--- config.mk ---
export PLATFORM = sky130hd
export DESIGN_NAME = ddk_cfg_regs
export DESIGN_NICKNAME = d
export VERILOG_FILES = /design/src/rtl/ddk_pkg.sv /design/src/rtl/ddk_cfg_regs.sv
export SDC_FILE = /design/constraint.sdc
export NUM_CORES = 1
export LEC_CHECK = 0
export BUFFER_PORTS_ARGS = -buffer_cell sky130_fd_sc_hd__buf_4
export CAP_MARGIN = 20
export CELL_PAD_IN_SITES_DETAIL_PLACEMENT = 1
export CELL_PAD_IN_SITES_GLOBAL_PLACEMENT = 2
export CORE_ASPECT_RATIO = 0.9
export CORE_MARGIN = 5
export CORE_UTILIZATION = 34
export CTS_CLUSTER_SIZE = 25
export DETAILED_ROUTE_END_ITERATION = 10
export GPL_ROUTABILITY_DRIVEN = 0
export GPL_TIMING_DRIVEN = 0
export PLACE_DENSITY = 0.89
export SLEW_MARGIN = 25
export SYNTH_ARGS = -nofsm -noshare
export SYNTH_HDL_FRONTEND = slang
export SYNTH_SLANG_ARGS = --single-unit
--- constraint.sdc ---
create_clock -name clk_i -period 1 [get_ports clk_i]
set_clock_uncertainty 0.15 [all_clocks]
set_input_delay 0.1 -clock clk_i [delete_from_list [all_inputs] [get_ports clk_i]]
set_output_delay 0.1 -clock clk_i [all_outputs]
set_load 0.02 [all_outputs]
--- src/rtl/ddk_pkg.sv ---
// Shared types, codes and reset values for the differential-drive key command latch.
// No dependencies; every other file of the block imports this package.
package ddk_pkg;

  localparam int unsigned DutyBits  = 8;
  localparam int unsigned SpeedBits = 7;
  localparam int unsigned IntvBits  = 16;
  localparam int unsigned CfgWidth  = 16;
  localparam int unsigned CfgIdxW   = 3;

  // Input operation codes
  localparam logic [1:0] OpKey  = 2'd0;
  localparam logic [1:0] OpTick = 2'd1;
  localparam logic [1:0] OpMove = 2'd2;

  // Configuration register indexes
  localparam logic [CfgIdxW-1:0] CfgForwardCap  = 3'd0;
  localparam logic [CfgIdxW-1:0] CfgTurnCap     = 3'd1;
  localparam logic [CfgIdxW-1:0] CfgWatchdog    = 3'd2;
  localparam logic [CfgIdxW-1:0] CfgRepeat      = 3'd3;
  localparam logic [CfgIdxW-1:0] CfgInvertLeft  = 3'd4;
  localparam logic [CfgIdxW-1:0] CfgInvertRight = 3'd5;
  localparam logic [CfgIdxW-1:0] CfgDefForward  = 3'd6;
  localparam logic [CfgIdxW-1:0] CfgDefTurn     = 3'd7;

  // Configuration reset values
  localparam logic [SpeedBits-1:0] RstForwardCap  = 7'd80;
  localparam logic [SpeedBits-1:0] RstTurnCap     = 7'd80;
  localparam logic [IntvBits-1:0]  RstWatchdog    = 16'd500;
  localparam logic [IntvBits-1:0]  RstRepeat      = 16'd100;
  localparam logic                 RstInvertLeft  = 1'b1;
  localparam logic                 RstInvertRight = 1'b0;
  localparam logic [SpeedBits-1:0] RstDefForward  = 7'd30;
  localparam logic [SpeedBits-1:0] RstDefTurn     = 7'd40;

  localparam logic [SpeedBits-1:0] SpeedStep  = 7'd5;
  localparam logic [SpeedBits-1:0] SpeedFloor = 7'd5;
  localparam logic [SpeedBits-1:0] PctLimit   = 7'd100;

  // duty = a*255/100 as one constant multiply: a * ceil(2^22/100)*255 >> 22,
  // exact for a in 0..100
  localparam int unsigned DutyShift = 22;
  localparam logic [23:0] DutyMul   = 24'd10695720;

  typedef enum logic [2:0] {
    MotNone  = 3'd0,
    MotFwd   = 3'd1,
    MotBack  = 3'd2,
    MotLeft  = 3'd3,
    MotRight = 3'd4
  } motion_e;

  typedef enum logic [3:0] {
    KcNone,
    KcMotion,
    KcStop,
    KcHome,
    KcFwdUp,
    KcFwdDown,
    KcTurnUp,
    KcTurnDown,
    KcPing
  } key_class_e;

  typedef struct packed {
    logic [SpeedBits-1:0] forward_cap;
    logic [SpeedBits-1:0] pivot_cap;
    logic [IntvBits-1:0]  watchdog_ticks;
    logic [IntvBits-1:0]  repeat_ticks;
    logic                 flip_left;
    logic                 flip_right;
    logic [SpeedBits-1:0] default_forward_speed;
    logic [SpeedBits-1:0] default_turn_speed;
  } cfg_t;

  typedef struct packed {
    logic [1:0]        op;
    logic [7:0]        key_char;
    logic signed [7:0] move_left;
    logic signed [7:0] move_right;
  } item_t;

  typedef struct packed {
    logic                 left_direction;
    logic [DutyBits-1:0]  left_duty;
    logic                 right_direction;
    logic [DutyBits-1:0]  right_duty;
    logic                 drive_active;
    logic [SpeedBits-1:0] speed_forward;
    logic [SpeedBits-1:0] speed_turn;
    logic [2:0]           latch_code;
    logic                 watchdog_fired;
  } res_t;

  function automatic motion_e motion_of(input logic [7:0] k);
    motion_e m;
    m = MotNone;
    if (k inside {"w", "W", "f", "F"}) m = MotFwd;
    else if (k inside {"s", "S", "b", "B"}) m = MotBack;
    else if (k inside {"a", "A", "l", "L"}) m = MotLeft;
    else if (k inside {"d", "D", "r", "R"}) m = MotRight;
    return m;
  endfunction

  function automatic key_class_e class_of(input logic [7:0] k);
    key_class_e c;
    c = KcNone;
    if (motion_of(k) != MotNone) c = KcMotion;
    else if (k inside {"x", "X", " "}) c = KcStop;
    else if (k inside {"h", "H"}) c = KcHome;
    else if (k inside {"q", "Q"}) c = KcFwdUp;
    else if (k inside {"z", "Z"}) c = KcFwdDown;
    else if (k inside {"e", "E"}) c = KcTurnUp;
    else if (k inside {"c", "C"}) c = KcTurnDown;
    else if (k inside {"v", "V", "?"}) c = KcPing;
    return c;
  endfunction

  // Absolute percent (0..100) scaled to full duty range
  function automatic logic [DutyBits-1:0] duty_of(input logic signed [7:0] p);
    logic [6:0]  a;
    logic [30:0] prod;
    a    = p[7] ? 7'(-p) : p[6:0];
    prod = 31'(a) * 31'(DutyMul);
    return prod[DutyShift +: DutyBits];
  endfunction

endpackage

--- src/rtl/ddk_cfg_regs.sv ---
// Configuration register file of the key command latch.
// Depends on ddk_pkg for cfg_t, register indexes and reset values.
module ddk_cfg_regs
  import ddk_pkg::*;
(
  input  logic                clk_i,
  input  logic                rst_ni,
  input  logic                cfg_we_i,
  input  logic [CfgIdxW-1:0]  cfg_idx_i,
  input  logic [CfgWidth-1:0] cfg_data_i,
  output cfg_t                cfg_o
);

  cfg_t cfg_q, cfg_d;

  always_comb begin
    cfg_d = cfg_q;
    if (cfg_we_i) begin
      case (cfg_idx_i)
        CfgForwardCap:  cfg_d.forward_cap           = cfg_data_i[SpeedBits-1:0];
        CfgTurnCap:     cfg_d.pivot_cap             = cfg_data_i[SpeedBits-1:0];
        CfgWatchdog:    cfg_d.watchdog_ticks        = cfg_data_i[IntvBits-1:0];
        CfgRepeat:      cfg_d.repeat_ticks          = cfg_data_i[IntvBits-1:0];
        CfgInvertLeft:  cfg_d.flip_left             = cfg_data_i[0];
        CfgInvertRight: cfg_d.flip_right            = cfg_data_i[0];
        CfgDefForward:  cfg_d.default_forward_speed = cfg_data_i[SpeedBits-1:0];
        CfgDefTurn:     cfg_d.default_turn_speed    = cfg_data_i[SpeedBits-1:0];
        default: ;
      endcase
    end
  end

  always_ff @(posedge clk_i or negedge rst_ni) begin
    if (!rst_ni) begin
      cfg_q.forward_cap           <= RstForwardCap;
      cfg_q.pivot_cap             <= RstTurnCap;
      cfg_q.watchdog_ticks        <= RstWatchdog;
      cfg_q.repeat_ticks          <= RstRepeat;
      cfg_q.flip_left             <= RstInvertLeft;
      cfg_q.flip_right            <= RstInvertRight;
      cfg_q.default_forward_speed <= RstDefForward;
      cfg_q.default_turn_speed    <= RstDefTurn;
    end else begin
      cfg_q <= cfg_d;
    end
  end

  assign cfg_o = cfg_q;

endmodule

==> results of run 1 <==
## metal layers
| layer | track usage (%) | vias to the layer above | routed length (um) |
|---|---|---|---|
| li1 | - | 789 | - |
| met2 | 30.4 | 57 | 4500 |
| met1 | 21.4 | 919 | 3600 |
| met4 | 7.63 | 0 | 174 |
| met3 | 3.22 | 13 | 316 |
| met5 | 0 | - | 0 |
## per-stage QoR
stage	area, um^2	hold WS (ns)
detailed placement	3250	0.0862
CTS	4120	-0.279
global route	4290	-0.256
global placement	3250	0.0759
finish	4290	-0.311
floorplan	2540	-0.346
## where the power goes
part	switching (uW)	internal, uW	total [uW]
Combinational	1480	2150	3630
Clock	1030	1210	2240
Sequential	503	3200	3700
Total	3010	6560	9570
## worst max path at each step
stage	startpoint	endpoint	slack (ns)	cells after the start
after floorplan	cfg_idx_i[0]	cfg_o[33]	-0.32	5
after global placement	cfg_idx_i[0]	cfg_o[57]	-0.53	3
after detailed placement	cfg_idx_i[0]	cfg_o[57]	-0.56	3
after CTS	cfg_o[22]	cfg_o[22]	-0.26	1
after global routing	cfg_o[59]	cfg_o[59]	-0.32	1
final	cfg_o[59]	cfg_o[59]	-0.28	1
## cells in the final DEF (no fill, tap or decap)
master and instances:
nand4_1 1, dfrtp_1 42, buf_8 2, nand4b_1 2
mux2_4 33, clkinv_2 3, nand4b_4 1, clkinv_4 1
buf_12 2, nor4bb_1 1, buf_16 1, mux2_2 29
dlymetal6s4s_1 1, buf_6 84, bufinv_16 1, clkbuf_8 10
dfstp_2 20, clkinvlp_4 1, buf_4 36, nor4bb_2 1
and4bb_1 1, nor4b_4 1, dlygate4sd3_1 14
## area by class of cell
| class | count | area [um^2] |
|---|---|---|
| buffer | 8 | 108 |
| clock buffer | 10 | 138 |
| clock inverter | 6 | 61.3 |
| fill | 653 | 2790 |
| multi-input combinational | 70 | 932 |
| sequential | 62 | 1580 |
| tap | 93 | 116 |
| timing repair buffer | 132 | 1360 |
## worst register-to-register path, delay by kind of cell (launching register included)
family	cells	cell delay (ns)
buffers and inverters	2	0.25
muxes	1	0.26
DFF	1	0.38
## logic make-up (layout without fill, tap and decap cells)
| kind of cell | after synthesis | in the layout | share of synthesized area, % |
|---|---|---|---|
| buf+inv | 8 | 156 | 2.72 |
| mux | 62 | 62 | 29.6 |
| simple gates | 8 | 8 | 4.18 |
| flops | 62 | 62 | 63.5 |
## what timing repair did
action | 4_1_cts | 5_1_grt
pin swaps | 3 | 2
setup buffers | 27 | 11
cloned | 1 | 0
gates resized for setup | 79 | 24
setup endpoints to repair | 92 | 90
hold endpoints to repair | 104 | 50
==> flow_summary_export.csv, run 1 <==
group,metric,value,unit
outcome,status,"finished with violations",
outcome,violations,"hold timing, setup timing",
route,drc,0,
run,cap_viol_max_count,0,
logic_synthesis,yosysTopAreaCell,"dfrtp_1",
power,total_power,9570,uW
cells_and_area,largest_reg_flops,62,
grt,grt_overflow,0,
cells_and_area,n_antenna_cell,0,
clock_tree,ctsHoldBuffers,15,
clock_tree,cts.clk_slew.worst_paths,0.08,ns
place,dp_slack,-0.561,ns
setup_path,slowest_delay,0.57,ns
route,drt-initial-drc-count,53,
sta,maxSlewHeadroom,46.8,%
die,initial_core_util,35.1,%
logic_synthesis,ys_seq_elements,62,
clock_tree,cts_max_path_buffers,2,
setup_path,rr_startpoint,"cfg_o[61]",
clock_tree,cts_buffers,9,
clock_tree,worstSkewPairLatency,0.33,ns
die,rows,29,
sta,max_freq,0.779,GHz
place,io_buffers,79,
power,power_density,2230,mW/mm^2
setup_path,reg2reg_to,"cfg_o[61]",
die,io_pins,84,
min_path,hold_class,"input port to asynchronous set/reset pin",
grt,grt_pass1_vias,2005,
logic_synthesis,netlist.area_leader.share,42.3,%
logic_synthesis,synth_cell_types,14,
logic_synthesis,async_reset_ff_share,100,%
cells_and_area,syn2layout_area_growth,72.7,%
setup_path,path_class,"register to output pin",
route,viasPerCell,4.67,
route,firstDrtPassIters,4,
place,dp.cells,312,
sta,rsz0062_at_grt,"yes",
setup_path,path_max_fanout,2,
logic_synthesis,synth_area,0.00248,mm^2
route,ant_nets,0,
route,wire_per_inst,22.5,um
clock_tree,cts_sinks,62,
power,vdd.ir_drop.worst,0.000861,V
setup_path,worstRegToRegCells,3,
sta,worst_slew_pin_slew,0.798,ns
logic_synthesis,synth_common_cells,"mux2_2, dfrtp_1, dfstp_2",
die,fp.coreArea,0.00708,mm^2
cells_and_area,layout-drive-gt1-share,78.5,%
sta,setup_viol,94,
setup_path,cp_slowest_cell,"dfstp_2",
setup_path,cp.required,0.75,ns
cells_and_area,final_cells,381,
clock_tree,root_buffer,"clkbuf_8",
setup_path,startpoint_type,"register",
die,die_w,100,um
setup_path,cp-end-kind,"output pin",
logic_synthesis,synth_fp_nets,162,
setup_path,crit_arrival,1.03,ns
route,vias,1778,
logic_synthesis,ys_seq_area_share,63.5,%
logic_synthesis,syn_inst,140,
sta,slew_violations,0,
logic_synthesis,ys.flop_type,"dfrtp_1",
route,wl,8590,um
clock_tree,cts-htree-levels,3,
die,die-area,0.00912,mm^2
power,p_leak,0.00203,uW
grt,track_usage,17.6,%
setup_path,path_cells,"buf_6",
logic_synthesis,ys_warn_count,0,
logic_synthesis,synth_edf_count,0,
sta,setup_tns,-11.76,ns
logic_synthesis,synth.area.top_cells,"dfrtp_1, mux2_2, dfstp_2, mux2_4, nand4b_4",
setup_path,r2r_setup_slack,-0.11,ns
logic_synthesis,avgSynthCellArea,17.7,um^2
grt,grt_max_degree,63,
cells_and_area,fin_nets,305,
place,hpwl,4480,um
logic_synthesis,yosysMostFrequentCell,"mux2_2",
clock_tree,cts_tree,"yes",
sta,post-route-period-util,128,%
sta,period_needed,1.28,ns
setup_path,worstPathBufferInverterCount,1,
sta,hold_ws,-0.311,ns
die,die_y,91.1,um
setup_path,cp_top_family,"flip-flops",
sta,setup_slack,-0.284,ns
grt,antenna_found_initial,0,
grt,grt_pass1_wl,12000,um
cells_and_area,fin_util,60.6,%
sta,hold_violations,50,
Note: power is estimated with default switching activity, not from simulation.
==> inputs of run 2 (changes only) <==
--- a/config.mk
+++ b/config.mk
@@ -11,13 +11,12 @@
 export CELL_PAD_IN_SITES_GLOBAL_PLACEMENT = 2
 export CORE_ASPECT_RATIO = 0.9
 export CORE_MARGIN = 5
-export CORE_UTILIZATION = 34
+export CORE_UTILIZATION = 37
 export CTS_CLUSTER_SIZE = 25
 export DETAILED_ROUTE_END_ITERATION = 10
 export GPL_ROUTABILITY_DRIVEN = 0
 export GPL_TIMING_DRIVEN = 0
-export PLACE_DENSITY = 0.89
-export SLEW_MARGIN = 25
+export PLACE_DENSITY = 0.94
 export SYNTH_ARGS = -nofsm -noshare
 export SYNTH_HDL_FRONTEND = slang
 export SYNTH_SLANG_ARGS = --single-unit
==> constraint.sdc (replaced) <==
create_clock -name clk_i -period 1.5 [get_ports clk_i]
set_clock_uncertainty 0.15 [all_clocks]
set_input_delay 0.15 -clock clk_i [delete_from_list [all_inputs] [get_ports clk_i]]
set_output_delay 0.15 -clock clk_i [all_outputs]
set_load 0.02 [all_outputs]
==> run 2 against run 1 <==
Net effect:
- the run now ends clean
- highest routed layer unchanged
- clock-buffer cell count unchanged
- combinational power decreased by 53%
- hold slack improved by 0.37 ns
- cell count decreased by 10%
- register-to-register slack improved by 0.67 ns
- global-route usage decreased by 1.3 points
- critical path depth increased by 2
- cell area decreased by 17%
- sequential power decreased by 37%
==> flow_summary_export.csv, run 2 (synthesized netlist as in run 1, its figures left out) <==
group,metric,value,unit
sta,hold_violations,0,
cells_and_area,fin_nets,269,
setup_path,cp_slowest_cell,"nor4b_4",
route,ant_nets,0,
cells_and_area,finalInstanceArea,0.00358,mm^2
route,wire_per_inst,18.9,um
setup_path,path_cells,"buf_4 -> nor4b_4 -> mux2_2",
cells_and_area,nFillCells,671,
die,fp.coreArea,0.00655,mm^2
grt,grt_max_degree,63,
run,cap_viol_max_count,0,
setup_path,worstPathBufferInverterCount,1,
cells_and_area,n_antenna_cell,0,
cells_and_area,largest_reg_flops,62,
route,drc,0,
place,post_dp_cell_area,0.00319,mm^2
cells_and_area,multi_input_area,840,um^2
setup_path,worstRegToRegCells,1,
route,vias,1602,
cells_and_area,final_common_cell,"buf_4",
power,pwr-share-comb,29.8,%
sta,max_freq,0.757,GHz
setup_path,rr_startpoint,"cfg_o[42]",
power,power_density,1580,mW/mm^2
grt,grt_overflow,0,
clock_tree,cts_setup_buffers,0,
setup_path,startpoint_type,"input port",
sta,post-route-period-util,88.0,%
clock_tree,cts_buffers,9,
min_path,whs_endpoint,"cfg_o[14]",
route,viasPerCell,4.68,
setup_path,reg2reg_to,"cfg_o[42]",
setup_path,slowest_delay,0.67,ns
die,rows,28,
clock_tree,cts_tree,"yes",
die,io_pins,84,
die,die-area,0.00845,mm^2
die,die_y,87.7,um
setup_path,cp-end-kind,"register",
power,seqPwrFrac,41.2,%
clock_tree,cts-htree-levels,3,
power,p_leak,0.00165,uW
die,initial_core_util,37.9,%
route,drt-initial-drc-count,27,
route,firstDrtPassIters,2,
outcome,status,"finished clean",
grt,antenna_found_initial,0,
sta,maxSlewHeadroom,48.3,%
setup_path,path_max_fanout,8,
power,sw_frac_of_total,30.5,%
min_path,hold_path_depth,3,
route,wl,6460,um
power,clkPwrFrac,29.0,%
sta,slew_violations,0,
setup_path,crit_arrival,1.38,ns
cells_and_area,layout-drive-gt1-share,74.2,%
grt,grt_pass1_wl,10100,um
place,hpwl,4280,um
sta,period_needed,1.32,ns
setup_path,cp.required,1.56,ns
clock_tree,cts_sinks,62,
power,vdd.ir_drop.worst,0.000616,V
cells_and_area,mostFrequentLayoutCells,"buf_4, mux2_2, dfrtp_1, dfstp_2, dlygate4sd3_1",
setup_path,startpoint,"cfg_idx_i[1]",
power,p_int,3940,uW
place,io_buffers,79,
power,power.switching,1730,uW
setup_path,cp_top_family,"simple AND/OR/NAND/NOR gates",
sta,rsz0062_at_grt,"no",
grt,grt_pass1_vias,1837,
cells_and_area,syn2layout_area_growth,44.2,%
setup_path,path_class,"input port to register",
clock_tree,root_buffer,"clkbuf_8",
setup_path,r2r_setup_slack,0.56,ns
power,total_power,5670,uW
clock_tree,cts_max_path_buffers,2,
sta,setup_viol,0,
min_path,hold_start,"cfg_idx_i[0]",
clock_tree,ctsHoldBuffers,17,
sta,worst_slew_pin_slew,0.776,ns
grt,track_usage,16.2,%
cells_and_area,ff_latch_area,0.00158,mm^2
clock_tree,cts.clk_slew.worst_paths,0.07,ns
die,die_w,96.4,um
clock_tree,cts_resized,0,
clock_tree,worstSkewPairLatency,0.32,ns
min_path,hold_class,"input port to register",
run 2: power groups by stage:
stage / logic, uW / clock network [uW] / registers (uW)
floorplan: 410 / 0 / 2800
global placement: 1630 / 0 / 2340
detailed placement: 1670 / 0 / 2360
CTS: 1710 / 1680 / 2330
global route: 1790 / 1760 / 2390
finish: 1690 / 1640 / 2340
run 2: how the worst max path moves through the flow:
stage                     end  slack [ns]  depth (start not counted)
floorplan           cfg_o[33]         0.1                          5
global placement    cfg_o[57]       -0.17                          3
detailed placement  cfg_o[57]       -0.19                          3
CTS                 cfg_o[57]        0.17                          3
global route        cfg_o[10]        0.15                          1
finish              cfg_o[57]        0.18                          3
run 2: metal layers:
metal | up-vias | wire length (um) | GRT usage, %
li1 | 720 | - | -
met1 | 815 | 2920 | 20.8
met2 | 60 | 3110 | 26.8
met3 | 7 | 369 | 3.09
met4 | 0 | 70 | 7.01
met5 | - | 0 | 0
run 2: layout make-up:
cell class | instances | area share, %
clock inverters | 6 | 2.38
flip-flops and latches | 62 | 44.0
repair buffers | 96 | 21.3
plain buffers | 8 | 1.89
well taps | 90 | 3.14
multi-input cells | 70 | 23.4
clock buffers | 10 | 3.84
run 2: worst min-delay path, stage by stage:
cell	delay (ns)
buf_6	0.12
nand4b_1	0.09
mux2_2	0.14
run 2: metrics by stage:
stage | util [%] | setup WS, ns | hold WS, ns | std cells | TNS (ns)
2_1_floorplan | - | 0.0972 | -0.296 | 140 | 0
3_3_place_gp | 48.7 | -0.173 | 0.123 | 309 | -1.34
3_5_place_dp | 48.7 | -0.189 | 0.128 | 309 | -2.02
4_1_cts | 54.7 | 0.167 | 0.0438 | 342 | 0
5_1_grt | 54.7 | 0.150 | 0.0821 | 342 | 0
6_report | 54.7 | 0.180 | 0.0565 | 342 | 0
