**config.mk**
```make
export PLATFORM = sky130hd
export DESIGN_NAME = ddk_core
export DESIGN_NICKNAME = d
export VERILOG_FILES = /design/src/rtl/ddk_pkg.sv /design/src/rtl/ddk_core.sv
export SDC_FILE = /design/constraint.sdc
export NUM_CORES = 1
export LEC_CHECK = 0
export BUFFER_PORTS_ARGS = -buffer_cell sky130_fd_sc_hd__buf_4
export CAP_MARGIN = 10
export CORE_UTILIZATION = 30
export CTS_BUF_LIST = sky130_fd_sc_hd__clkbuf_4 sky130_fd_sc_hd__clkbuf_8
export DETAILED_ROUTE_END_ITERATION = 7
export GPL_ROUTABILITY_DRIVEN = 0
export PLACE_DENSITY = 0.51
export SLEW_MARGIN = 20
export SYNTH_ARGS = -nofsm -noshare
export SYNTH_HDL_FRONTEND = slang
export SYNTH_SLANG_ARGS = --single-unit
```
**constraint.sdc**
```tcl
create_clock -name clk_i -period 15.5 [get_ports clk_i]
set_input_delay 1.55 -clock clk_i [delete_from_list [all_inputs] [get_ports clk_i]]
set_output_delay 1.55 -clock clk_i [all_outputs]
set_load 0.005 [all_outputs]
```
**src/rtl/ddk_pkg.sv**
```systemverilog
// Shared types, codes and reset values for the differential-drive key command latch.
// No dependencies; every other file of the block imports this package.
package ddk_pkg;

  localparam int unsigned DutyBits  = 8;
  localparam int unsigned SpeedBits = 7;
  localparam int unsigned IntvBits  = 16;
  localparam int unsigned CfgWidth  = 16;
  localparam int unsigned CfgIdxW   = 3;

  // Input operation codes
  localparam logic [1:0] OpKey  = 2'd0;
  localparam logic [1:0] OpTick = 2'd1;
  localparam logic [1:0] OpMove = 2'd2;

  // Configuration register indexes
  localparam logic [CfgIdxW-1:0] CfgForwardCap  = 3'd0;
  localparam logic [CfgIdxW-1:0] CfgTurnCap     = 3'd1;
  localparam logic [CfgIdxW-1:0] CfgWatchdog    = 3'd2;
  localparam logic [CfgIdxW-1:0] CfgRepeat      = 3'd3;
  localparam logic [CfgIdxW-1:0] CfgInvertLeft  = 3'd4;
  localparam logic [CfgIdxW-1:0] CfgInvertRight = 3'd5;
  localparam logic [CfgIdxW-1:0] CfgDefForward  = 3'd6;
  localparam logic [CfgIdxW-1:0] CfgDefTurn     = 3'd7;

  // Configuration reset values
  localparam logic [SpeedBits-1:0] RstForwardCap  = 7'd80;
  localparam logic [SpeedBits-1:0] RstTurnCap     = 7'd80;
  localparam logic [IntvBits-1:0]  RstWatchdog    = 16'd500;
  localparam logic [IntvBits-1:0]  RstRepeat      = 16'd100;
  localparam logic                 RstInvertLeft  = 1'b1;
  localparam logic                 RstInvertRight = 1'b0;
  localparam logic [SpeedBits-1:0] RstDefForward  = 7'd30;
  localparam logic [SpeedBits-1:0] RstDefTurn     = 7'd40;

  localparam logic [SpeedBits-1:0] SpeedStep  = 7'd5;
  localparam logic [SpeedBits-1:0] SpeedFloor = 7'd5;
  localparam logic [SpeedBits-1:0] PctLimit   = 7'd100;

  // duty = a*255/100 as one constant multiply: a * ceil(2^22/100)*255 >> 22,
  // exact for a in 0..100
  localparam int unsigned DutyShift = 22;
  localparam logic [23:0] DutyMul   = 24'd10695720;

  typedef enum logic [2:0] {
    MotNone  = 3'd0,
    MotFwd   = 3'd1,
    MotBack  = 3'd2,
    MotLeft  = 3'd3,
    MotRight = 3'd4
  } motion_e;

  typedef enum logic [3:0] {
    KcNone,
    KcMotion,
    KcStop,
    KcHome,
    KcFwdUp,
    KcFwdDown,
    KcTurnUp,
    KcTurnDown,
    KcPing
  } key_class_e;

  typedef struct packed {
    logic [SpeedBits-1:0] forward_cap;
    logic [SpeedBits-1:0] pivot_cap;
    logic [IntvBits-1:0]  watchdog_ticks;
    logic [IntvBits-1:0]  repeat_ticks;
    logic                 flip_left;
    logic                 flip_right;
    logic [SpeedBits-1:0] default_forward_speed;
    logic [SpeedBits-1:0] default_turn_speed;
  } cfg_t;

  typedef struct packed {
    logic [1:0]        op;
    logic [7:0]        key_char;
    logic signed [7:0] move_left;
    logic signed [7:0] move_right;
  } item_t;

  typedef struct packed {
    logic                 left_direction;
    logic [DutyBits-1:0]  left_duty;
    logic                 right_direction;
    logic [DutyBits-1:0]  right_duty;
    logic                 drive_active;
    logic [SpeedBits-1:0] speed_forward;
    logic [SpeedBits-1:0] speed_turn;
    logic [2:0]           latch_code;
    logic                 watchdog_fired;
  } res_t;

  function automatic motion_e motion_of(input logic [7:0] k);
    motion_e m;
    m = MotNone;
    if (k inside {"w", "W", "f", "F"}) m = MotFwd;
    else if (k inside {"s", "S", "b", "B"}) m = MotBack;
    else if (k inside {"a", "A", "l", "L"}) m = MotLeft;
    else if (k inside {"d", "D", "r", "R"}) m = MotRight;
    return m;
  endfunction

  function automatic key_class_e class_of(input logic [7:0] k);
    key_class_e c;
    c = KcNone;
    if (motion_of(k) != MotNone) c = KcMotion;
    else if (k inside {"x", "X", " "}) c = KcStop;
    else if (k inside {"h", "H"}) c = KcHome;
    else if (k inside {"q", "Q"}) c = KcFwdUp;
    else if (k inside {"z", "Z"}) c = KcFwdDown;
    else if (k inside {"e", "E"}) c = KcTurnUp;
    else if (k inside {"c", "C"}) c = KcTurnDown;
    else if (k inside {"v", "V", "?"}) c = KcPing;
    return c;
  endfunction

  // Absolute percent (0..100) scaled to full duty range
  function automatic logic [DutyBits-1:0] duty_of(input logic signed [7:0] p);
    logic [6:0]  a;
    logic [30:0] prod;
    a    = p[7] ? 7'(-p) : p[6:0];
    prod = 31'(a) * 31'(DutyMul);
    return prod[DutyShift +: DutyBits];
  endfunction

endpackage

```
**src/rtl/ddk_core.sv**
```systemverilog
// Drive state and one-item update logic: speeds, latch, timers, wheel percents.
// Depends on ddk_pkg for item, result and configuration types.
module ddk_core
  import ddk_pkg::*;
#(
  parameter int unsigned TIME_BITS = 16
) (
  input  logic  clk_i,
  input  logic  rst_ni,
  input  logic  step_i,
  input  item_t item_i,
  input  cfg_t  cfg_i,
  output res_t  res_o
);

  localparam int unsigned CmpW = (TIME_BITS > IntvBits) ? TIME_BITS : IntvBits;
  localparam logic [TIME_BITS-1:0] TimeMax = '1;

  logic [SpeedBits-1:0] fs_q, fs_d, ps_q, ps_d;
  motion_e              latch_q, latch_d;
  logic [TIME_BITS-1:0] sc_q, sc_d, sr_q, sr_d;
  logic signed [7:0]    lp_q, lp_d, rp_q, rp_d;
  logic                 mov_q, mov_d;
  logic                 fired;

  logic [TIME_BITS-1:0] sc_inc, sr_inc;
  logic [SpeedBits-1:0] f_eff, t_eff, f_pct, t_pct, mv_lim;
  logic [SpeedBits:0]   fs_up, ps_up;
  key_class_e           kc;
  motion_e              key_mot;

  function automatic logic signed [7:0] clamp_move(input logic signed [7:0] v,
                                                   input logic [SpeedBits-1:0] lim);
    logic signed [8:0] v9, l9;
    logic signed [7:0] r;
    v9 = 9'(v);
    l9 = $signed({2'b00, lim});
    if (v9 > l9) r = 8'(l9);
    else if (v9 < -l9) r = 8'(-l9);
    else r = v;
    return r;
  endfunction

  assign sc_inc = (sc_q == TimeMax) ? sc_q : sc_q + 1'b1;
  assign sr_inc = (sr_q == TimeMax) ? sr_q : sr_q + 1'b1;

  assign f_eff  = (fs_q < cfg_i.forward_cap) ? fs_q : cfg_i.forward_cap;
  assign t_eff  = (ps_q < cfg_i.pivot_cap) ? ps_q : cfg_i.pivot_cap;
  // Wheel percents never exceed full scale
  assign f_pct  = (f_eff > PctLimit) ? PctLimit : f_eff;
  assign t_pct  = (t_eff > PctLimit) ? PctLimit : t_eff;
  assign mv_lim = (cfg_i.forward_cap > PctLimit) ? PctLimit : cfg_i.forward_cap;

  assign fs_up = {1'b0, fs_q} + {1'b0, SpeedStep};
  assign ps_up = {1'b0, ps_q} + {1'b0, SpeedStep};

  assign kc      = class_of(item_i.key_char);
  assign key_mot = motion_of(item_i.key_char);

  always_comb begin
    logic    apply;
    motion_e code;
    apply   = 1'b0;
    code    = MotNone;
    fs_d    = fs_q;
    ps_d    = ps_q;
    latch_d = latch_q;
    sc_d    = sc_q;
    sr_d    = sr_q;
    lp_d    = lp_q;
    rp_d    = rp_q;
    mov_d   = mov_q;
    fired   = 1'b0;

    case (item_i.op)
      OpKey: begin
        if (kc != KcNone) sc_d = '0;
        case (kc)
          KcMotion: begin
            latch_d = key_mot;
            sr_d    = '0;
            apply   = 1'b1;
            code    = key_mot;
          end
          KcStop: begin
            lp_d    = '0;
            rp_d    = '0;
            mov_d   = 1'b0;
            latch_d = MotNone;
          end
          KcHome: begin
            lp_d    = '0;
            rp_d    = '0;
            mov_d   = 1'b0;
            latch_d = MotNone;
            fs_d    = cfg_i.default_forward_speed;
            ps_d    = cfg_i.default_turn_speed;
          end
          KcFwdUp:    fs_d = (fs_up < {1'b0, cfg_i.forward_cap}) ? fs_up[SpeedBits-1:0]
                                                                 : cfg_i.forward_cap;
          KcFwdDown:  fs_d = (fs_q > SpeedStep + SpeedFloor) ? fs_q - SpeedStep : SpeedFloor;
          KcTurnUp:   ps_d = (ps_up < {1'b0, cfg_i.pivot_cap}) ? ps_up[SpeedBits-1:0]
                                                               : cfg_i.pivot_cap;
          KcTurnDown: ps_d = (ps_q > SpeedStep + SpeedFloor) ? ps_q - SpeedStep : SpeedFloor;
          default: ;
        endcase
      end
      OpTick: begin
        sc_d = sc_inc;
        sr_d = sr_inc;
        if (latch_q != MotNone && CmpW'(sr_inc) >= CmpW'(cfg_i.repeat_ticks)) begin
          sr_d  = '0;
          apply = 1'b1;
          code  = latch_q;
        end
        if (latch_q == MotNone && mov_q
            && CmpW'(sc_inc) > CmpW'(cfg_i.watchdog_ticks)) begin
          lp_d  = '0;
          rp_d  = '0;
          mov_d = 1'b0;
          fired = 1'b1;
        end
      end
      OpMove: begin
        sc_d    = '0;
        latch_d = MotNone;
        lp_d    = clamp_move(item_i.move_left, mv_lim);
        rp_d    = clamp_move(item_i.move_right, mv_lim);
        mov_d   = (lp_d != '0) || (rp_d != '0);
      end
      default: ;
    endcase

    if (apply) begin
      case (code)
        MotFwd:   begin lp_d = 8'(f_pct);  rp_d = 8'(f_pct);  end
        MotBack:  begin lp_d = -8'(f_pct); rp_d = -8'(f_pct); end
        MotLeft:  begin lp_d = -8'(t_pct); rp_d = 8'(t_pct);  end
        MotRight: begin lp_d = 8'(t_pct);  rp_d = -8'(t_pct); end
        default: ;
      endcase
      if (code != MotNone) mov_d = (lp_d != '0) || (rp_d != '0);
    end
  end

  always_ff @(posedge clk_i or negedge rst_ni) begin
    if (!rst_ni) begin
      fs_q    <= RstDefForward;
      ps_q    <= RstDefTurn;
      latch_q <= MotNone;
      sc_q    <= '0;
      sr_q    <= '0;
      lp_q    <= '0;
      rp_q    <= '0;
      mov_q   <= 1'b0;
    end else if (step_i) begin
      fs_q    <= fs_d;
      ps_q    <= ps_d;
      latch_q <= latch_d;
      sc_q    <= sc_d;
      sr_q    <= sr_d;
      lp_q    <= lp_d;
      rp_q    <= rp_d;
      mov_q   <= mov_d;
    end
  end

  always_comb begin
    res_o.left_direction  = (~lp_d[7]) ^ cfg_i.flip_left;
    res_o.left_duty       = duty_of(lp_d);
    res_o.right_direction = (~rp_d[7]) ^ cfg_i.flip_right;
    res_o.right_duty      = duty_of(rp_d);
    res_o.drive_active    = mov_d;
    res_o.speed_forward   = fs_d;
    res_o.speed_turn      = ps_d;
    res_o.latch_code      = latch_d;
    res_o.watchdog_fired  = fired;
  end

endmodule

```
==> flow_metrics.env, run 1 <==
export IMPL_yosysTopAreaCell="ha_1"
export IMPL_groute_usage_overall_pct=18.4
export IMPL_yosysWarnings=0
export IMPL_io_pins=128
export IMPL_synth_nets=1924
export IMPL_nets=2006
export IMPL_fin_skew_ps=20.0
export IMPL_dpl_cell_area_sq_um=14000
export IMPL_cap_violations=0
export IMPL_first_pass_iters=8
export IMPL_cts_setup_buffers=0
export IMPL_setup_viol=0
export IMPL_critPathMostFrequentCell="ha_1"
export IMPL_rsz0062_at_grt="false"
export IMPL_syn_to_final_growth_pct=12.9
export IMPL_grt_overflow_total=0
export IMPL_fillCellCount=4431
export IMPL_p_leak_nw=6.99
export IMPL_drc=3
export IMPL_cts_root_buf="clkbuf_8"
export IMPL_initial_core_util_pct=30.6
export IMPL_critPathRequiredTime_ps=13950
export IMPL_multi_input_area_sq_um=10000
export IMPL_syn_inst=1592
export IMPL_cp_slowest_cell="a2111oi_2"
export IMPL_wirelength_mm=38.8
export IMPL_p_switching_mw=1.31
export IMPL_p_seq_share_pct=7.8
export IMPL_hold_buffers=0
export IMPL_die_x_microns=207
export IMPL_ir_drop_uv=198
export IMPL_fin_ws_ps=2820
export IMPL_max_stage_delay_ps=680
export IMPL_layout_drive_gt1_share_pct=13.9
export IMPL_worstPathArrival_ps=11130
export IMPL_cts_repair_resized=0
export IMPL_cts_buffer_depth=2
export IMPL_synthTopCellsByArea="ha_1 21%, dfrtp_1 12%, inv_1 4.9%"
export IMPL_synth_ff_type="dfrtp_1"
export IMPL_fin_area_sq_um=14200
export IMPL_via_count=11919
export IMPL_antenna_found_initial=0
export IMPL_placementRows=74
export IMPL_synthMuxAreaShare_pct=5.90
export IMPL_synth_edf_count=0
export IMPL_grt_pass1_wl_mm=62.9
export IMPL_clk_latency_ps=380
export IMPL_final_period_utilization_pct=81.8
export IMPL_cp_end_kind="output pin"
export IMPL_worstHoldPathType="reg2reg"
export IMPL_dieArea_sq_um=42800
export IMPL_synth_xor_area_share_pct=5.31
export IMPL_slew_viol_final=0
export IMPL_synthSimpleGateAreaFrac_pct=19.0
export IMPL_drtIter0Drc=646
export IMPL_cts_buffers=9
export IMPL_synth_cell_types=91
export IMPL_period_needed_ps=12680
export IMPL_hold_viol_final=0
export IMPL_synth_top_family_by_area="adder cells"
export IMPL_tns_ps=0
export IMPL_tightest_slew_ps=1120
export IMPL_synth_compound_area_share_pct=23.9
export IMPL_grt_max_degree=67
export IMPL_fp_coreArea_sq_um=41100
export IMPL_diodes=0
export IMPL_synth_seq_cells=66
export IMPL_viasPerCell=5.39
export IMPL_ant_nets=0
export IMPL_die_h_microns=207
export IMPL_hpwl_mm=31.9
export IMPL_outcome="finished with violations"
export IMPL_grt_pass1_vias=11811
export IMPL_path_class="reg2out"
export IMPL_pre_cts_slack_ps=3210
export IMPL_synthArstFlopShare_pct=100
export IMPL_violations="DRC"
export IMPL_path_max_fanout=18
export IMPL_cts_num_sinks=66
export IMPL_startpoint_type="flip-flop"
export IMPL_yosys_area_top_type_share_pct=21.4
export IMPL_p_comb_share_pct=86.2
export IMPL_yosysSeqAreaShare_pct=13.2
export IMPL_p_clk_share_pct=6.1
export IMPL_htree_levels=3
export IMPL_relSlewSlack_pct=24.9
export IMPL_ff_latch_area_sq_um=1660
export IMPL_internal_power_mw=1.37
export IMPL_syn_area_sq_um=12600
export IMPL_max_freq_ghz=0.0789
export IMPL_power_switching_share_pct=48.9
export IMPL_synth_adder_area_share_pct=25.5
export IMPL_portBuffers=127
export IMPL_cellPowerDensity_nw_per_um2=188
export IMPL_cts_tree="built"
export IMPL_clk_pin_slew_ps=90
export IMPL_wl_per_cell_microns=17.6
export IMPL_synth_area_per_cell_sq_um=7.91
## state kept, by name, summed over array words and instances, names as in the netlist
signal,count
fs_q,7
latch_q,3
lp_q,8
mov_q,1
ps_q,7
rp_q,8
sc_q,16
sr_q,16
## power by group through the flow
stage                     Clock [mW]  Combinational [mW]  Sequential, mW
after global routing           0.175                2.66           0.211
after CTS                      0.167                2.34           0.208
after detailed placement           0                2.32           0.211
after floorplan                    0                1.60           0.202
after global placement             0                2.30           0.212
final                          0.162                2.31           0.208
## critical path, delay by kind of cell (launching register included)
kind	cells	cell delay, ps
AO/OA/AOI/OAI	14	3300
AND/OR/NAND/NOR	13	2630
adder cells (fa/ha/maj)	7	2370
XOR/XNOR	4	1430
buffers and inverters	6	580
flip-flops	1	430
## final timing paths
path                             endpoint  startpoint  slack (ps)  cells after the start
min in group asynchronous         sr_q[4]      rst_ni        1320                      1
worst max-delay path            res_o[26]     sr_q[3]        2820                     44
max in group asynchronous         rp_q[2]      rst_ni       13570                      1
worst min register to register    sr_q[7]     sr_q[7]         480                      2
worst min-delay path              sr_q[7]     sr_q[7]         480                      2
worst max register to register      mov_q     sr_q[3]        8890                     22
## through the flow
stage | hold slack [ps] | util (%) | cells | power (mW)
after CTS | 482 | 34.6 | 2211 | 2.72
after detailed placement | 461 | 34.1 | 2195 | 2.53
after floorplan | 439 | - | 1592 | 1.80
after global placement | 453 | 34.1 | 2195 | 2.51
after global routing | 509 | 34.6 | 2211 | 3.04
final | 478 | 34.6 | 2211 | 2.68
## routing by layer
| metal | global-route usage (%) | wire [microns] | up-vias |
|---|---|---|---|
| li1 | - | - | 5964 |
| met1 | 23.6 | 17600 | 5633 |
| met2 | 31.2 | 18200 | 262 |
| met3 | 3.19 | 1990 | 60 |
| met4 | 5.68 | 986 | 0 |
| met5 | 0 | 0 | - |
## synth_stat cells, drive strengths merged (20+ instances only)
master	count
ha	215
inv	166
nand2	127
o21ai	107
nor2	101
a21oi	96
dfrtp	60
xnor2	54
clkbuf	51
nand3	43
mux2	42
nor3	31
mux2i	27
fa	26
nand2b	26
nand4	25
a21o	22
and3	21
nor2b	20
## cell usage in the layout (no fill, tap or decap), types with 17 or more instances in the layout
master / count
xor2_1: 19
o21a_1: 19
nand2b_1: 26
ha_1: 215
a21o_1: 22
and3_1: 21
nor2_1: 101
xnor2_1: 53
nor2b_1: 20
a31oi_1: 18
inv_1: 166
a21oi_1: 96
nand4_1: 25
fa_1: 26
o21ai_0: 101
nand3_1: 43
nor3_1: 31
buf_4: 138
mux2i_1: 27
a221oi_1: 17
mux2_2: 42
nand2_1: 127
o211ai_1: 18
dfrtp_1: 60
## cell families after synthesis
logic type	after synthesis
buf+inv	233
compound gates	439
fa+ha+maj	241
simple gates	470
mux	69
xor+xnor	74
flops	66
## cell type report
type	instances	area share [%]
well taps	532	4.68
multi-input cells	1293	70.5
flip-flops and latches	66	11.7
repair buffers	138	7.28
clock buffers	9	0.871
clock inverters	7	0.589
inverters	166	4.38
Power figures use the tool's default switching activity.
==> inputs of run 2 (changes only) <==
--- a/config.mk
+++ b/config.mk
@@ -11,7 +11,7 @@
 export CTS_BUF_LIST = sky130_fd_sc_hd__clkbuf_4 sky130_fd_sc_hd__clkbuf_8
 export DETAILED_ROUTE_END_ITERATION = 7
 export GPL_ROUTABILITY_DRIVEN = 0
-export PLACE_DENSITY = 0.51
+export PLACE_DENSITY = 0.53
 export SLEW_MARGIN = 20
 export SYNTH_ARGS = -nofsm -noshare
 export SYNTH_HDL_FRONTEND = slang
==> constraint.sdc (replaced) <==
create_clock -name clk_i -period 11.2 [get_ports clk_i]
set_input_delay 1.12 -clock clk_i [delete_from_list [all_inputs] [get_ports clk_i]]
set_output_delay 1.12 -clock clk_i [all_outputs]
set_load 0.005 [all_outputs]
==> flow_metrics.env, run 2 (synthesis gave the netlist of run 1 again) <==
export IMPL_outcome="finished with violations"
export IMPL_violations="DRC"
export IMPL_cap_violations=0
export IMPL_nets=2069
export IMPL_portBuffers=127
export IMPL_path_class="reg2out"
export IMPL_grt_max_degree=67
export IMPL_clk_latency_ps=380
export IMPL_final_common_cell="ha_1"
export IMPL_top_regs="sc_q x16, sr_q x16"
export IMPL_ir_drop_uv=310
export IMPL_ant_nets=0
export IMPL_htree_levels=3
export IMPL_placementRows=74
export IMPL_viasPerCell=5.42
export IMPL_grt_pass1_vias=12143
export IMPL_io_pins=128
export IMPL_wirelength_mm=39.9
export IMPL_p_leak_nw=7.36
export IMPL_fp_coreArea_sq_um=41100
export IMPL_final_cell_mix="210 x ha_1, 199 x buf_4, 165 x inv_1"
export IMPL_dieArea_sq_um=42800
export IMPL_period_needed_ps=10710
export IMPL_initial_core_util_pct=30.6
export IMPL_drc=3
export IMPL_grt_pass1_wl_mm=63.5
export IMPL_fin_area_sq_um=15100
export IMPL_worstHoldPathType="reg2reg"
export IMPL_postLayoutCoreUtil_pct=36.8
export IMPL_groute_usage_overall_pct=18.6
export IMPL_dpl_cell_area_sq_um=14300
export IMPL_relSlewSlack_pct=38.8
export IMPL_hpwl_mm=32.3
export IMPL_cts_tree="built"
export IMPL_path_max_fanout=8
export IMPL_first_pass_iters=8
export IMPL_wl_per_cell_microns=17.5
export IMPL_cp_slowest_cell="fa_1"
export IMPL_critPathRequiredTime_ps=10080
export IMPL_hold_worst_slack_ps=485
export IMPL_via_count=12333
export IMPL_fin_cells=2274
export IMPL_cellPowerDensity_nw_per_um2=261
export IMPL_tightest_slew_ps=918
export IMPL_die_x_microns=207
export IMPL_fin_skew_ps=21.3
export IMPL_die_h_microns=207
export IMPL_max_stage_delay_ps=490
export IMPL_layout_drive_gt1_share_pct=20.8
export IMPL_setup_viol=0
export IMPL_antenna_found_initial=0
export IMPL_cts_root_buf="clkbuf_8"
export IMPL_syn_to_final_growth_pct=20.0
export IMPL_worstPathArrival_ps=9590
export IMPL_pre_cts_slack_ps=-63.9
export IMPL_grt_overflow_total=0
export IMPL_startpoint_type="flip-flop"
export IMPL_cts_buffers=9
export IMPL_dp_cells=2228
export IMPL_cp_end_kind="output pin"
export IMPL_drtIter0Drc=829
export IMPL_slew_viol_final=0
export IMPL_clk_pin_slew_ps=90
export IMPL_diodes=0
export IMPL_hold_viol_final=0
export IMPL_fin_ws_ps=492
export IMPL_cts_buffer_depth=2
export IMPL_cts_num_sinks=66
export IMPL_max_freq_ghz=0.0934
export IMPL_final_period_utilization_pct=95.6
## run 2: changes by cell type in the layout (fill, tap and decap cells not counted), sizes merged
cell	before	now
clkinvlp	1	0
buf	138	201
bufinv	1	2
## run 2: metrics by stage
stage,power [mW],setup TNS (ps)
2_1_floorplan,2.50,0
3_3_place_gp,3.50,0
3_5_place_dp,3.54,-89.9
4_1_cts,3.84,0
5_1_grt,4.48,-50.0
6_report,3.95,0
## run 2: path summary, 6_finish.rpt
path | start | slack, ps | depth (start not counted) | to
worst max-delay path | sr_q[4] | 490 | 45 | res_o[31]
worst min-delay path | sr_q[6] | 490 | 2 | sr_q[6]
worst max register to register | sr_q[4] | 5270 | 27 | mov_q
worst min register to register | sr_q[6] | 490 | 2 | sr_q[6]
max in group asynchronous | rst_ni | 9690 | 1 | sc_q[3]
min in group asynchronous | rst_ni | 860 | 1 | sr_q[2]
## run 2: where the power goes
part / switching (mW) / internal [mW] / leakage (nW)
combinational: 1.76 / 1.65 / 6.39
sequential: 0.0272 / 0.262 / 0.858
clock: 0.123 / 0.130 / 0.117
## run 2: critical path: cells and delay by family, from the launching register on
family | cells | cell delay [ps]
and+or+nand+nor | 14 | 2810
AOI/OAI and AO/OA | 14 | 2310
adders and majority gates | 7 | 2280
buffers and inverters | 8 | 1030
DFF | 1 | 420
xor gates and xnor gates | 2 | 330
## run 2: layout make-up
| cell class | instances | area (sq um) |
|---|---|---|
| fill | 4335 | 26000 |
| clock buffer | 9 | 124 |
| clock inverter | 7 | 106 |
| multi-input combinational | 1293 | 10400 |
| sequential | 66 | 1660 |
| tap | 532 | 666 |
| inverter | 166 | 623 |
| timing repair buffer | 201 | 1520 |
## run 2: layer usage
layer	GRT usage, %	wire, microns	up-vias
met4	5.08	900	0
met5	0	0	-
met2	32.4	19400	326
li1	-	-	6078
met1	23.9	17600	5880
met3	2.62	1970	49
## run 2: what timing repair did
item                       in CTS  in global routing
hold buffers                    0                  0
resized for setup              19                 65
setup endpoints to repair      11                 16
pin swaps                       5                 33
buffers inserted                4                 26
